`config.mk`:
```
export PLATFORM = sky130hd
export DESIGN_NAME = tire_pressure_frame_tracker_core_flat
export DESIGN_NICKNAME = d
export VERILOG_FILES = /design/src/tpft_pkg.sv /design/src/tpft_if.sv /design/src/tire_pressure_frame_tracker_core.sv /design/src/tpft_cfg_regs.sv /design/src/tpft_in_stage.sv /design/src/tpft_tracker.sv /design/src/tpft_out_stage.sv /design/src/flat_wrapper.sv
export SDC_FILE = /design/constraint.sdc
export NUM_CORES = 1
export LEC_CHECK = 0
export BUFFER_PORTS_ARGS = -buffer_cell sky130_fd_sc_hd__buf_2
export CORE_MARGIN = 5
export CORE_UTILIZATION = 50
export CTS_CLUSTER_DIAMETER = 80
export DETAILED_ROUTE_END_ITERATION = 16
export PLACE_DENSITY = 0.72
export SYNTH_ARGS = -nofsm -noshare
export SYNTH_HDL_FRONTEND = slang
export SYNTH_SLANG_ARGS = --single-unit
```
`constraint.sdc`:
```
create_clock -name clk -period 6.1 [get_ports clk]
set_input_delay 0.61 -clock clk [delete_from_list [all_inputs] [get_ports clk]]
set_output_delay 0.61 -clock clk [all_outputs]
set_load 0.01 [all_outputs]
```
`src/tpft_pkg.sv`:
```
// Package: types, constants and register codes for the tire pressure frame tracker.
package tpft_pkg;

    localparam int NUM_TIRES = 4;
    localparam int MAP_W = $clog2(NUM_TIRES);

    localparam int KIND_W = 2;
    localparam int FRAME_ID_W = 29;
    localparam int FRAME_LEN_W = 7;
    localparam int FRAME_DATA_W = 64;
    localparam int EVENT_ID_W = 8;
    localparam int EVENT_ARG_W = 8;
    localparam int PRESSURE_W = 8;
    localparam int ELAPSED_W = 16;
    localparam int NIBBLE_W = 4;

    localparam int CFG_INDEX_W = 2;
    localparam int CFG_DATA_W = 29;

    // Register indexes
    localparam logic [CFG_INDEX_W-1:0] CFG_MATCH_FRAME_ID = 2'd0;
    localparam logic [CFG_INDEX_W-1:0] CFG_SWAP_EVENT_ID = 2'd1;
    localparam logic [CFG_INDEX_W-1:0] CFG_PERIOD_MS = 2'd2;

    localparam logic [FRAME_ID_W-1:0] MATCH_FRAME_ID_RESET = 29'h385;
    localparam logic [EVENT_ID_W-1:0] SWAP_EVENT_ID_RESET = 8'd0;
    localparam logic [ELAPSED_W-1:0] PERIOD_MS_RESET = 16'd1000;

    localparam logic [FRAME_LEN_W-1:0] PRESSURE_FRAME_LEN = 7'd8;
    localparam int VALID_BYTE = 7;
    localparam int FIRST_PRESSURE_BYTE = 2;
    localparam logic [ELAPSED_W-1:0] ELAPSED_MAX = '1;

    typedef enum logic [KIND_W-1:0] {
        KIND_FRAME = 2'd0,
        KIND_EVENT = 2'd1,
        KIND_POLL  = 2'd2,
        KIND_TICK  = 2'd3
    } kind_t;

    typedef struct packed {
        logic [KIND_W-1:0]       kind;
        logic [FRAME_ID_W-1:0]   frame_id;
        logic [FRAME_LEN_W-1:0]  frame_len;
        logic [FRAME_DATA_W-1:0] frame_data;
        logic [EVENT_ID_W-1:0]   event_id;
        logic [EVENT_ARG_W-1:0]  event_arg;
    } item_t;

    typedef struct packed {
        logic [FRAME_ID_W-1:0] match_frame_id;
        logic [EVENT_ID_W-1:0] swap_event_id;
        logic [ELAPSED_W-1:0]  period_ms;
    } cfg_t;

    typedef logic [NUM_TIRES-1:0][PRESSURE_W-1:0] pressures_t;

    typedef struct packed {
        logic       valid;
        pressures_t pressure;
    } emit_t;

endpackage

```
`src/tpft_if.sv`:
```
// Channel interfaces: input item and result item, valid/ready handshake.
interface tpft_item_if import tpft_pkg::*; ();
    logic                    valid;
    logic                    ready;
    logic [KIND_W-1:0]       kind;
    logic [FRAME_ID_W-1:0]   frame_id;
    logic [FRAME_LEN_W-1:0]  frame_len;
    logic [FRAME_DATA_W-1:0] frame_data;
    logic [EVENT_ID_W-1:0]   event_id;
    logic [EVENT_ARG_W-1:0]  event_arg;

    modport source (
        output valid, kind, frame_id, frame_len, frame_data, event_id, event_arg,
        input  ready
    );
    modport sink (
        input  valid, kind, frame_id, frame_len, frame_data, event_id, event_arg,
        output ready
    );
endinterface

interface tpft_result_if import tpft_pkg::*; ();
    logic                  valid;
    logic                  ready;
    logic [PRESSURE_W-1:0] pressure_0;
    logic [PRESSURE_W-1:0] pressure_1;
    logic [PRESSURE_W-1:0] pressure_2;
    logic [PRESSURE_W-1:0] pressure_3;

    modport source (
        output valid, pressure_0, pressure_1, pressure_2, pressure_3,
        input  ready
    );
    modport sink (
        input  valid, pressure_0, pressure_1, pressure_2, pressure_3,
        output ready
    );
endinterface

```
`src/tire_pressure_frame_tracker_core.sv`:
```
// Top level of the tire pressure frame tracker.
//
//  port      | role         | content
//  ----------+--------------+---------------------------------------------
//  item      | sink         | frame, swap event, poll or ms tick
//  result    | source       | four slot pressures, on an emitting poll
//  cfg_*     | write only   | match_frame_id, swap_event_id, period_ms
//
// One transaction per cycle while no poll stalls; each goes input register ->
// state update -> result register, from which an emitting poll's result is offered.
// Only a poll stalls, and only while the result register is still held.
// Reset (rst_n, async low) restores the map to 0..3, clears pressures,
// flag and counter, and loads the register reset values.
module tire_pressure_frame_tracker_core import tpft_pkg::*; (
    input  logic                   clk,
    input  logic                   rst_n,
    tpft_item_if.sink              item,
    tpft_result_if.source          result,
    input  logic                   cfg_we,
    input  logic [CFG_INDEX_W-1:0] cfg_index,
    input  logic [CFG_DATA_W-1:0]  cfg_data
);

    cfg_t  cfg;
    logic  held_valid;
    item_t held_item;
    logic  take;
    logic  out_free;
    emit_t emit;

    tpft_cfg_regs u_cfg (
        .clk       (clk),
        .rst_n     (rst_n),
        .cfg_we    (cfg_we),
        .cfg_index (cfg_index),
        .cfg_data  (cfg_data),
        .cfg       (cfg)
    );

    tpft_in_stage u_in (
        .clk        (clk),
        .rst_n      (rst_n),
        .item       (item),
        .take       (take),
        .held_valid (held_valid),
        .held_item  (held_item)
    );

    tpft_tracker u_tracker (
        .clk        (clk),
        .rst_n      (rst_n),
        .cfg        (cfg),
        .held_valid (held_valid),
        .held_item  (held_item),
        .out_free   (out_free),
        .take       (take),
        .emit       (emit)
    );

    tpft_out_stage u_out (
        .clk      (clk),
        .rst_n    (rst_n),
        .emit     (emit),
        .out_free (out_free),
        .result   (result)
    );

endmodule

```
`src/tpft_cfg_regs.sv`:
```
// Configuration registers written through the plain write port.
module tpft_cfg_regs import tpft_pkg::*; (
    input  logic                   clk,
    input  logic                   rst_n,
    input  logic                   cfg_we,
    input  logic [CFG_INDEX_W-1:0] cfg_index,
    input  logic [CFG_DATA_W-1:0]  cfg_data,
    output cfg_t                   cfg
);

    cfg_t cfg_reg;
    cfg_t cfg_next;

    always_comb
    begin
        cfg_next = cfg_reg;
        if (cfg_we)
        begin
            case (cfg_index)
                CFG_MATCH_FRAME_ID: cfg_next.match_frame_id = cfg_data[FRAME_ID_W-1:0];
                CFG_SWAP_EVENT_ID:  cfg_next.swap_event_id = cfg_data[EVENT_ID_W-1:0];
                CFG_PERIOD_MS:      cfg_next.period_ms = cfg_data[ELAPSED_W-1:0];
                default:            cfg_next = cfg_reg;
            endcase
        end
    end

    always_ff @(posedge clk or negedge rst_n)
    begin
        if (!rst_n)
        begin
            cfg_reg.match_frame_id <= MATCH_FRAME_ID_RESET;
            cfg_reg.swap_event_id <= SWAP_EVENT_ID_RESET;
            cfg_reg.period_ms <= PERIOD_MS_RESET;
        end
        else
        begin
            cfg_reg <= cfg_next;
        end
    end

    assign cfg = cfg_reg;

endmodule

```
`src/tpft_in_stage.sv`:
```
// Input register: holds one accepted transaction until the tracker takes it.
module tpft_in_stage import tpft_pkg::*; (
    input  logic        clk,
    input  logic        rst_n,
    tpft_item_if.sink   item,
    input  logic        take,
    output logic        held_valid,
    output item_t       held_item
);

    logic  valid_reg;
    logic  valid_next;
    item_t item_reg;
    logic  load;

    assign item.ready = !valid_reg || take;
    assign load = item.valid && item.ready;

    always_comb
    begin
        valid_next = valid_reg;
        if (load)
        begin
            valid_next = 1'b1;
        end
        else if (take)
        begin
            valid_next = 1'b0;
        end
    end

    always_ff @(posedge clk or negedge rst_n)
    begin
        if (!rst_n)
        begin
            valid_reg <= 1'b0;
        end
        else
        begin
            valid_reg <= valid_next;
        end
    end

    always_ff @(posedge clk)
    begin
        if (load)
        begin
            item_reg.kind <= item.kind;
            item_reg.frame_id <= item.frame_id;
            item_reg.frame_len <= item.frame_len;
            item_reg.frame_data <= item.frame_data;
            item_reg.event_id <= item.event_id;
            item_reg.event_arg <= item.event_arg;
        end
    end

    assign held_valid = valid_reg;
    assign held_item = item_reg;

endmodule

```
`src/tpft_tracker.sv`:
```
// Tracker state: slot map, stored pressures, change flag, elapsed counter.
module tpft_tracker import tpft_pkg::*; (
    input  logic  clk,
    input  logic  rst_n,
    input  cfg_t  cfg,
    input  logic  held_valid,
    input  item_t held_item,
    input  logic  out_free,
    output logic  take,
    output emit_t emit
);

    logic [NUM_TIRES-1:0][MAP_W-1:0] map_reg;
    logic [NUM_TIRES-1:0][MAP_W-1:0] map_next;
    pressures_t                      pressure_reg;
    pressures_t                      pressure_next;
    logic                            changed_reg;
    logic                            changed_next;
    logic [ELAPSED_W-1:0]            elapsed_reg;
    logic [ELAPSED_W-1:0]            elapsed_next;

    pressures_t                      sensor_byte;
    logic [NUM_TIRES-1:0]            sensor_ok;
    pressures_t                      frame_value;
    logic                            frame_hit;
    logic                            frame_diff;
    logic [NIBBLE_W-1:0]             slot_i;
    logic [NIBBLE_W-1:0]             slot_j;
    logic                            swap_hit;
    logic                            poll_emit;

    // Sensor t: byte 2+t, valid bit 7-t of byte 7
    always_comb
    begin
        for (int t = 0; t < NUM_TIRES; t++)
        begin
            sensor_byte[t] = held_item.frame_data[PRESSURE_W*(FIRST_PRESSURE_BYTE+t) +: PRESSURE_W];
            sensor_ok[t] = held_item.frame_data[PRESSURE_W*VALID_BYTE + (PRESSURE_W-1) - t];
        end
    end

    always_comb
    begin
        frame_diff = 1'b0;
        for (int s = 0; s < NUM_TIRES; s++)
        begin
            frame_value[s] = sensor_ok[map_reg[s]] ? sensor_byte[map_reg[s]] : '0;
            if (frame_value[s] != pressure_reg[s])
            begin
                frame_diff = 1'b1;
            end
        end
    end

    assign frame_hit = (held_item.frame_id == cfg.match_frame_id)
                    && (held_item.frame_len == PRESSURE_FRAME_LEN);

    assign slot_i = held_item.event_arg[NIBBLE_W-1:0];
    assign slot_j = held_item.event_arg[EVENT_ARG_W-1:NIBBLE_W];
    assign swap_hit = (held_item.event_id == cfg.swap_event_id)
                   && (slot_i[NIBBLE_W-1:MAP_W] == '0)
                   && (slot_j[NIBBLE_W-1:MAP_W] == '0)
                   && (slot_i != slot_j);

    assign poll_emit = changed_reg || (elapsed_reg >= cfg.period_ms);

    // A poll waits only while the result register is still occupied
    assign take = held_valid && (kind_t'(held_item.kind) != KIND_POLL || out_free);

    always_comb
    begin
        map_next = map_reg;
        pressure_next = pressure_reg;
        changed_next = changed_reg;
        elapsed_next = elapsed_reg;
        emit.valid = 1'b0;
        emit.pressure = pressure_reg;
        if (take)
        begin
            case (kind_t'(held_item.kind))
                KIND_FRAME:
                begin
                    if (frame_hit)
                    begin
                        pressure_next = frame_value;
                        changed_next = changed_reg || frame_diff;
                    end
                end
                KIND_EVENT:
                begin
                    if (swap_hit)
                    begin
                        map_next[slot_i[MAP_W-1:0]] = map_reg[slot_j[MAP_W-1:0]];
                        map_next[slot_j[MAP_W-1:0]] = map_reg[slot_i[MAP_W-1:0]];
                        pressure_next[slot_i[MAP_W-1:0]] = pressure_reg[slot_j[MAP_W-1:0]];
                        pressure_next[slot_j[MAP_W-1:0]] = pressure_reg[slot_i[MAP_W-1:0]];
                        changed_next = 1'b1;
                    end
                end
                KIND_POLL:
                begin
                    if (poll_emit)
                    begin
                        emit.valid = 1'b1;
                        changed_next = 1'b0;
                        elapsed_next = '0;
                    end
                end
                KIND_TICK:
                begin
                    if (elapsed_reg != ELAPSED_MAX)
                    begin
                        elapsed_next = elapsed_reg + 1'b1;
                    end
                end
                default:
                begin
                    changed_next = changed_reg;
                end
            endcase
        end
    end

    always_ff @(posedge clk or negedge rst_n)
    begin
        if (!rst_n)
        begin
            for (int s = 0; s < NUM_TIRES; s++)
            begin
                map_reg[s] <= MAP_W'(s);
            end
            pressure_reg <= '0;
            changed_reg <= 1'b0;
            elapsed_reg <= '0;
        end
        else
        begin
            map_reg <= map_next;
            pressure_reg <= pressure_next;
            changed_reg <= changed_next;
            elapsed_reg <= elapsed_next;
        end
    end

endmodule

```
`src/tpft_out_stage.sv`:
```
// Result register: holds one emitted transaction until the sink takes it.
module tpft_out_stage import tpft_pkg::*; (
    input  logic         clk,
    input  logic         rst_n,
    input  emit_t        emit,
    output logic         out_free,
    tpft_result_if.source result
);

    logic       valid_reg;
    logic       valid_next;
    pressures_t pressure_reg;

    assign out_free = !valid_reg || result.ready;

    always_comb
    begin
        valid_next = valid_reg;
        if (emit.valid)
        begin
            valid_next = 1'b1;
        end
        else if (result.ready)
        begin
            valid_next = 1'b0;
        end
    end

    always_ff @(posedge clk or negedge rst_n)
    begin
        if (!rst_n)
        begin
            valid_reg <= 1'b0;
        end
        else
        begin
            valid_reg <= valid_next;
        end
    end

    always_ff @(posedge clk)
    begin
        if (emit.valid)
        begin
            pressure_reg <= emit.pressure;
        end
    end

    assign result.valid = valid_reg;
    assign result.pressure_0 = pressure_reg[0];
    assign result.pressure_1 = pressure_reg[1];
    assign result.pressure_2 = pressure_reg[2];
    assign result.pressure_3 = pressure_reg[3];

endmodule

```
`src/flat_wrapper.sv`:
```
// flat-port wrapper written by rule: the top's interface ports become plain ports
module tire_pressure_frame_tracker_core_flat import tpft_pkg::*;
  (clk, rst_n, cfg_we, cfg_index, cfg_data, item_valid, item_kind, item_frame_id, item_frame_len, item_frame_data, item_event_id, item_event_arg, item_ready, result_valid, result_pressure_0, result_pressure_1, result_pressure_2, result_pressure_3, result_ready);
  tpft_item_if item_i ();
  tpft_result_if result_i ();
  input  logic clk;
  input  logic rst_n;
  input  logic cfg_we;
  input  logic [CFG_INDEX_W-1:0] cfg_index;
  input  logic [CFG_DATA_W-1:0] cfg_data;
  input wire logic [$bits(item_i.valid)-1:0] item_valid;
  input wire logic [$bits(item_i.kind)-1:0] item_kind;
  input wire logic [$bits(item_i.frame_id)-1:0] item_frame_id;
  input wire logic [$bits(item_i.frame_len)-1:0] item_frame_len;
  input wire logic [$bits(item_i.frame_data)-1:0] item_frame_data;
  input wire logic [$bits(item_i.event_id)-1:0] item_event_id;
  input wire logic [$bits(item_i.event_arg)-1:0] item_event_arg;
  output wire logic [$bits(item_i.ready)-1:0] item_ready;
  output wire logic [$bits(result_i.valid)-1:0] result_valid;
  output wire logic [$bits(result_i.pressure_0)-1:0] result_pressure_0;
  output wire logic [$bits(result_i.pressure_1)-1:0] result_pressure_1;
  output wire logic [$bits(result_i.pressure_2)-1:0] result_pressure_2;
  output wire logic [$bits(result_i.pressure_3)-1:0] result_pressure_3;
  input wire logic [$bits(result_i.ready)-1:0] result_ready;
  assign item_i.valid = item_valid;
  assign item_i.kind = item_kind;
  assign item_i.frame_id = item_frame_id;
  assign item_i.frame_len = item_frame_len;
  assign item_i.frame_data = item_frame_data;
  assign item_i.event_id = item_event_id;
  assign item_i.event_arg = item_event_arg;
  assign item_ready = item_i.ready;
  assign result_valid = result_i.valid;
  assign result_pressure_0 = result_i.pressure_0;
  assign result_pressure_1 = result_i.pressure_1;
  assign result_pressure_2 = result_i.pressure_2;
  assign result_pressure_3 = result_i.pressure_3;
  assign result_i.ready = result_ready;
  tire_pressure_frame_tracker_core u_core (.clk(clk), .rst_n(rst_n), .item(item_i), .result(result_i), .cfg_we(cfg_we), .cfg_index(cfg_index), .cfg_data(cfg_data));
endmodule
```
# [After elaboration in Yosys (flattened, before gate mapping)]
# Index checks and enable logic that the tools add are counted.
[word_totals] wordCells=146 out_inout_bits=34 in_bits=154 reg_bits=262
[classes] n_lt_le_gt_ge=9 n_reduce_logical=31 muxes=61 n_eq_ne=19 n_addsub=1
[op_table] cell="binary-select mux 8 bit (select 2 bit)" n=6
[op_table] cell="2-to-1 mux 8 bit" n=12
[op_table] cell="bitwise mux 32 bit" n=2
[op_table] cell="2-to-1 mux 32 bit" n=2
[op_table] cell="one-hot mux 32 bit (2 select lines)" n=1
[op_table] cell="demux 8 bit (select 2 bit)" n=2
[op_table] cell="2-to-1 mux 16 bit" n=2
[op_table] cell="!= test 8 bit" n=4
[op_table] cell="one-hot mux 16 bit (2 select lines)" n=1
[op_table] cell="equality test 29 bit" n=1
[op_table] cell="< comparator 2 x 3 -> 1 bit, second input constant" n=6
[op_table] cell="2-to-1 mux 1 bit" n=18
[op_table] cell="adder 16 x 1 -> 16 bit, second input constant" n=1
[op_table] cell="bitwise mux 8 bit" n=2
[op_table] cell=">= comparator 16 bit" n=1
[op_table] cell="!= test 16 bit, second input constant" n=1
[op_table] cell="!= test 2 bit, second input constant" n=5
[op_table] cell="binary-select mux 1 bit (select 2 bit)" n=4
[op_table] cell="binary-select mux 2 bit (select 2 bit)" n=2
[op_table] cell="demux 2 bit (select 2 bit)" n=2
[op_table] cell="equality test 8 bit" n=1
[op_table] cell="logical AND 1 bit" n=8
[op_table] cell="logical NOT 2 bit" n=4
[op_table] cell="2-to-1 mux 2 bit" n=4
[op_table] cell="other kinds (14)" n=29

# [Depth between registers and ports, before layout]
[depth] word_depth=11 ltp_mapped=11 depth_no_buf=9

# [Cells and area by module]
# A second synthesis with hierarchy kept.
[unflattened] cells_unflattened=972 hier_area_um2=12944.9
[by_module_without_submodules] mod="tpft_tracker" cells_each=702 n_inst=1 seq_area_each_um2=1431.4 area_per_inst_um2=6333.6
[by_module_without_submodules] mod="tpft_in_stage" cells_each=122 n_inst=1 seq_area_each_um2=3568.4 area_per_inst_um2=3597.2
[by_module_without_submodules] mod="tpft_cfg_regs" cells_each=113 n_inst=1 seq_area_each_um2=1340.0 area_per_inst_um2=2005.7
[by_module_without_submodules] mod="tpft_out_stage" cells_each=35 n_inst=1 seq_area_each_um2=985.9 area_per_inst_um2=1008.5

# [Least setup slack after synthesis]
# Ideal clock, no wire load.
[synth_path] path_kind="reg-to-reg" startpoint="register u_core.u_in.item_reg (netlist bit u_core.u_in.held_item[116])" endpoint="register u_core.u_in.item_reg (netlist bit u_core.u_in.held_item[0]), enable pin" path_buffers=0 stages_incl_launch_ff=5 synth_period_minus_slack_ps=3414 setup_slack_ps=2686 arrival_ps=2956 t_required_ps=5641 setup_ps=459 cell_sequence="edfxtp_1 -> inv_1 -> ha_1 -> nand3_1 -> and2_1"
[synth_between] elab_chain_len=5
[synth_rtl] item="start: declaration" line_no="tpft_in_stage.sv:13" rtl="item_t item_reg;"
[synth_rtl] item="!= test 2 bit" line_no="tpft_tracker.sv:68" rtl="assign take = held_valid && (kind_t'(held_item.kind) != KIND_POLL || out_free);"
[synth_rtl] item="logical OR 1 bit" line_no="tpft_tracker.sv:68"
[synth_rtl] item="logical AND 1 bit" line_no="tpft_tracker.sv:68"
[synth_rtl] item="logical OR 1 bit" line_no="tpft_in_stage.sv:16" rtl="assign item.ready = !valid_reg || take;"
[synth_rtl] item="via item_ready" line_no="flat_wrapper.sv:18" rtl="output wire logic [$bits(item_i.ready)-1:0] item_ready;"
[synth_rtl] item="logical AND 1 bit" line_no="tpft_in_stage.sv:17" rtl="assign load = item.valid && item.ready;"
[synth_rtl] item="via u_core.u_in.load" line_no="tpft_in_stage.sv:14" rtl="logic load;"
# The timed path passes the listed nets, and every way through them passes these cells.
# A chain may end at the register's enable or synchronous reset.

# [Final worst setup path]
[layout_path] startpoint="register u_core.u_in.item_reg (netlist bit u_core.u_in.held_item[5])" endpoint="register u_core.u_tracker.pressure_reg (netlist bit u_core.u_tracker.emit[7])"
[layout_between] elab_chain_len=7 elab_cells_between_ends=15 cone_classes="order compare (2); eq/ne (2); mux (8); reduce/logical (3)"
[layout_rtl] item="< comparator 2 x 3 -> 1 bit (not written as such) or >= comparator 2 x 1 -> 1 bit (tied branches)" line_no="tpft_tracker.sv:96" rtl="pressure_next[slot_j[MAP_W-1:0]] = pressure_reg[slot_i[MAP_W-1:0]];"
[layout_rtl] item="logical AND 1 bit (not written as such)" line_no="tpft_tracker.sv:96"
[layout_rtl] item="2-to-1 mux 8 bit (not written as such)" line_no="tpft_tracker.sv:96"
[layout_rtl] item="demux 8 bit (select 2 bit)" line_no="tpft_tracker.sv:96"
[layout_rtl] item="bitwise mux 32 bit" line_no="tpft_tracker.sv:96"
[layout_rtl] item="2-to-1 mux 32 bit" line_no="tpft_tracker.sv:91" rtl="if (swap_hit)"
[layout_rtl] item="one-hot mux 32 bit (2 select lines)" line_no="tpft_tracker.sv:80" rtl="case (kind_t'(held_item.kind))"
[layout_rtl] item="end signal: assignment" line_no="tpft_tracker.sv:139" rtl="pressure_reg <= pressure_next;"
[layout_rtl] item="end: declaration" line_no="tpft_tracker.sv:15" rtl="pressures_t pressure_reg;"
# Several ways; a longest one is shown, not always the timed one. The select of a mux whose other input is x is not followed.

==> flow_summary_export.csv <==
group,metric,value,unit
status,status,"finished, final reports clean",
grt,grtUsageTotal,21.5,%
timing,fin_crit,3310,ps
detailed_routing,wl,28700,microns
clock_network,hold_buffers,0,
timing,rsz0062_at_grt,"no",
floorplanning,die_x,164,microns
grt,antenna_found_initial,4,
detailed_routing,drtAntennaViolNets,0,
yosys,yosysWarnings,0,
power_and_ir_drop,p_leak,5.58,nW
timing,tightest_slew,1150,ps
power_and_ir_drop,ir_drop,0.254,mV
floorplanning,coreArea,23500,sq um
timing,finalHoldViolations,0,
yosys,synth_edf_count,122,
clock_network,post_cts_buffers,0,
timing,relSlewSlack,23.0,%
clock_network,cts_root_buf,"clkbuf_16",
clock_network,path_clk_slew,60,ps
timing,setup_tns,0,ps
detailed_routing,vias,8215,
cells_and_area,layout-drive-gt1-share,35.5,%
timing,fmax,302,MHz
detailed_routing,drc,0,
setup_path,arrival,3720,ps
detailed_routing,first_pass_iters,5,
floorplanning,num_rows,56,
yosys,synth.cell_area,11900,sq um
cells_and_area,layout_common_cells,"158 x buf_2, 122 x edfxtp_1, 97 x dfrtp_1",
timing,slew_viol_final,0,
grt,grt_pass1_wl,45600,microns
setup_path,cp-end-kind,"flop",
placed_design,dpl_cell_area,13000,sq um
timing,setup_viol,0,
setup_path,crit_path_start_kind,"flop",
placed_design,hpwl,20300,microns
cells_and_area,regArea,6480,sq um
clock_network,post_cts_resized,0,
placed_design,gp_congestion,0.917,
clock_network,h-tree-depth,1,
grt,grt_max_degree,80,
yosys,synth_top_area_cell,"edfxtp_1",
setup_path,crit_type,"flop to flop",
setup_path,worstPathMaxFanout,24,
grt,gr-total-overflow,0,
yosys,synth_top_area_share,30.8,%
power_and_ir_drop,powerDensity,309,nW/um^2
yosys,ys.flop_type,"edfxtp_1",
timing,period_share,54.2,%
detailed_routing,drtIter0Drc,797,
floorplanning,die_h,164,microns
clock_network,cts_tree,"built",
yosys,ys_seq_area_share,54.5,%
setup_path,cp_data_required_time,6510,ps
clock_network,clock_latency,540,ps
yosys,synthTopCellsByArea,"edfxtp_1 31%, dfrtp_1 20%, mux2_2 8.7%",
yosys,syn_inst,894,
clock_network,cts.sinks,234,
timing,finalClockSkew,16.0,ps
yosys,synth_fp_nets,1069,
detailed_routing,vias_per_cell,5.94,
clock_network,cts.path.max_buffers,3,
cells_and_area,layout_commonest_cell,"buf_2",
setup_path,rrSetupSlack,2790,ps
cells_and_area,syn2layout_area_growth,16.8,%
cells_and_area,fillers,1855,
floorplanning,die-area,27000,sq um
placed_design,io_buffer_count,159,
yosys,avgSynthCellArea,13.3,sq um
yosys,ys_types,58,
clock_network,cts_buffers,25,
cells_and_area,design_area,13900,sq um
yosys,synth-seq-cells,234,
cells_and_area,fin_nets,1217,
hold_path,hp-class,"input port to flop",
flow_run,max_cap_violations,0,
grt,grt_pass1_vias,8147,
cells_and_area,multiInputGateArea,5150,sq um
floorplanning,start_util,50.7,%
cells_and_area,largest_reg_flops,90,
yosys,async_reset_ff_share,47.9,%
detailed_routing,routedWlPerCell,20.7,microns
floorplanning,io_pins,188,
per-layer routing:
| layer | GRT usage, % | part of all wire [%] |
|---|---|---|
| met1 | 32.2 | 44 |
| met5 | 0 | 0.038 |
| met4 | 6.37 | 2.6 |
| met2 | 31.9 | 44 |
| met3 | 4.57 | 9.6 |
power by group:
group / switching, W / total, W / leakage, nW / internal [W]
combinational: 0.000307 / 0.000621 / 2.58 / 0.000314
sequential: 0.000183 / 0.00205 / 2.55 / 0.00187
clock: 0.000655 / 0.00162 / 0.448 / 0.000964
total: 0.00115 / 0.00429 / 5.58 / 0.00315
layout make-up:
cell class | instances | share of cell area [%]
Sequential cell | 234 | 46.6
Tap cell | 319 | 2.87
Inverter | 22 | 0.594
Clock buffer | 31 | 5.33
Timing Repair Buffer | 169 | 6.28
Multi-Input combinational cell | 590 | 37.1
Antenna cell | 3 | 0.0540
Clock inverter | 15 | 1.18
stage by stage:
stage | worst slack, ps | util [%] | power [W] | hold slack, ps | instances
4_1_cts | 2840 | 59.2 | 0.00432 | 224 | 1380
3_5_place_dp | 2850 | 55.4 | 0.00269 | 493 | 1334
3_3_place_gp | 2890 | 55.4 | 0.00266 | 492 | 1334
2_1_floorplan | 2690 | - | 0.00246 | 314 | 894
5_1_grt | 2600 | 59.3 | 0.00448 | 216 | 1383
6_report | 2790 | 59.3 | 0.00429 | 240 | 1383
critical path: stages (launching register included):
cell,delay (ps)
edfxtp_1,1090
xor2_1,220
nor4_1,80
nor4_1,420
mux2i_1,210
nor3_4,260
o31a_1,500
mux2_2,400
cell families (layout without fill, tap and decap cells):
kind of cell,after synthesis,count (layout),synth area share [%]
XOR/XNOR,68,68,5.00
buffers and inverters,70,237,2.30
AND/OR/NAND/NOR,187,187,8.20
other,0,3,0
AO/OA/AOI/OAI,165,165,9.50
multiplexers,149,149,18.3
adder cells (fa/ha/maj),21,21,2.21
flip-flops,234,234,54.5
cells in the mapped netlist, types with 2 or more instances:
cell / instances
mux2_2: 92
mux4_2: 46
and2_1: 7
and3_1: 6
o22ai_1: 2
nand3_1: 23
o2bb2ai_1: 4
o21a_1: 6
buf_2: 6
ha_1: 21
nand2b_1: 8
a22oi_1: 17
a21oi_1: 39
a22o_1: 5
mux2i_1: 11
dfstp_2: 15
dfrtp_1: 97
nor4_1: 17
clkbuf_1: 35
o21ai_0: 29
edfxtp_1: 122
a211oi_1: 5
nor2b_1: 8
a21o_1: 9
xor2_1: 53
buf_1: 6
xnor2_1: 15
or4_1: 8
a221oi_1: 17
inv_1: 21
nor2_1: 12
nand4_1: 15
a211o_1: 2
a31oi_1: 2
nor3_1: 10
nand3b_1: 4
o31ai_2: 3
o21bai_1: 3
o31ai_1: 8
o31a_1: 6
nand2_1: 62
worst paths after layout:
path	end	cells after the start	startpoint
setup / recovery	u_core.u_tracker.emit[7]$_DFFE_PN0P_	7	u_core.u_in.held_item[5]$_DFFE_PP_
hold / removal	u_core.u_in.held_item[112]$_DFFE_PP_	1	item_frame_id[25]
setup reg to reg	u_core.u_tracker.emit[7]$_DFFE_PN0P_	7	u_core.u_in.held_item[5]$_DFFE_PP_
hold reg to reg	u_core.u_cfg.cfg[10]$_DFFE_PN0P_	1	u_core.u_cfg.cfg[10]$_DFFE_PN0P_
max in group asynchronous	u_core.u_cfg.cfg[5]$_DFFE_PN1P_	2	rst_n
min in group asynchronous	u_core.u_cfg.cfg[47]$_DFFE_PN0P_	1	rst_n
Note: power is estimated with default switching activity, not from simulation.
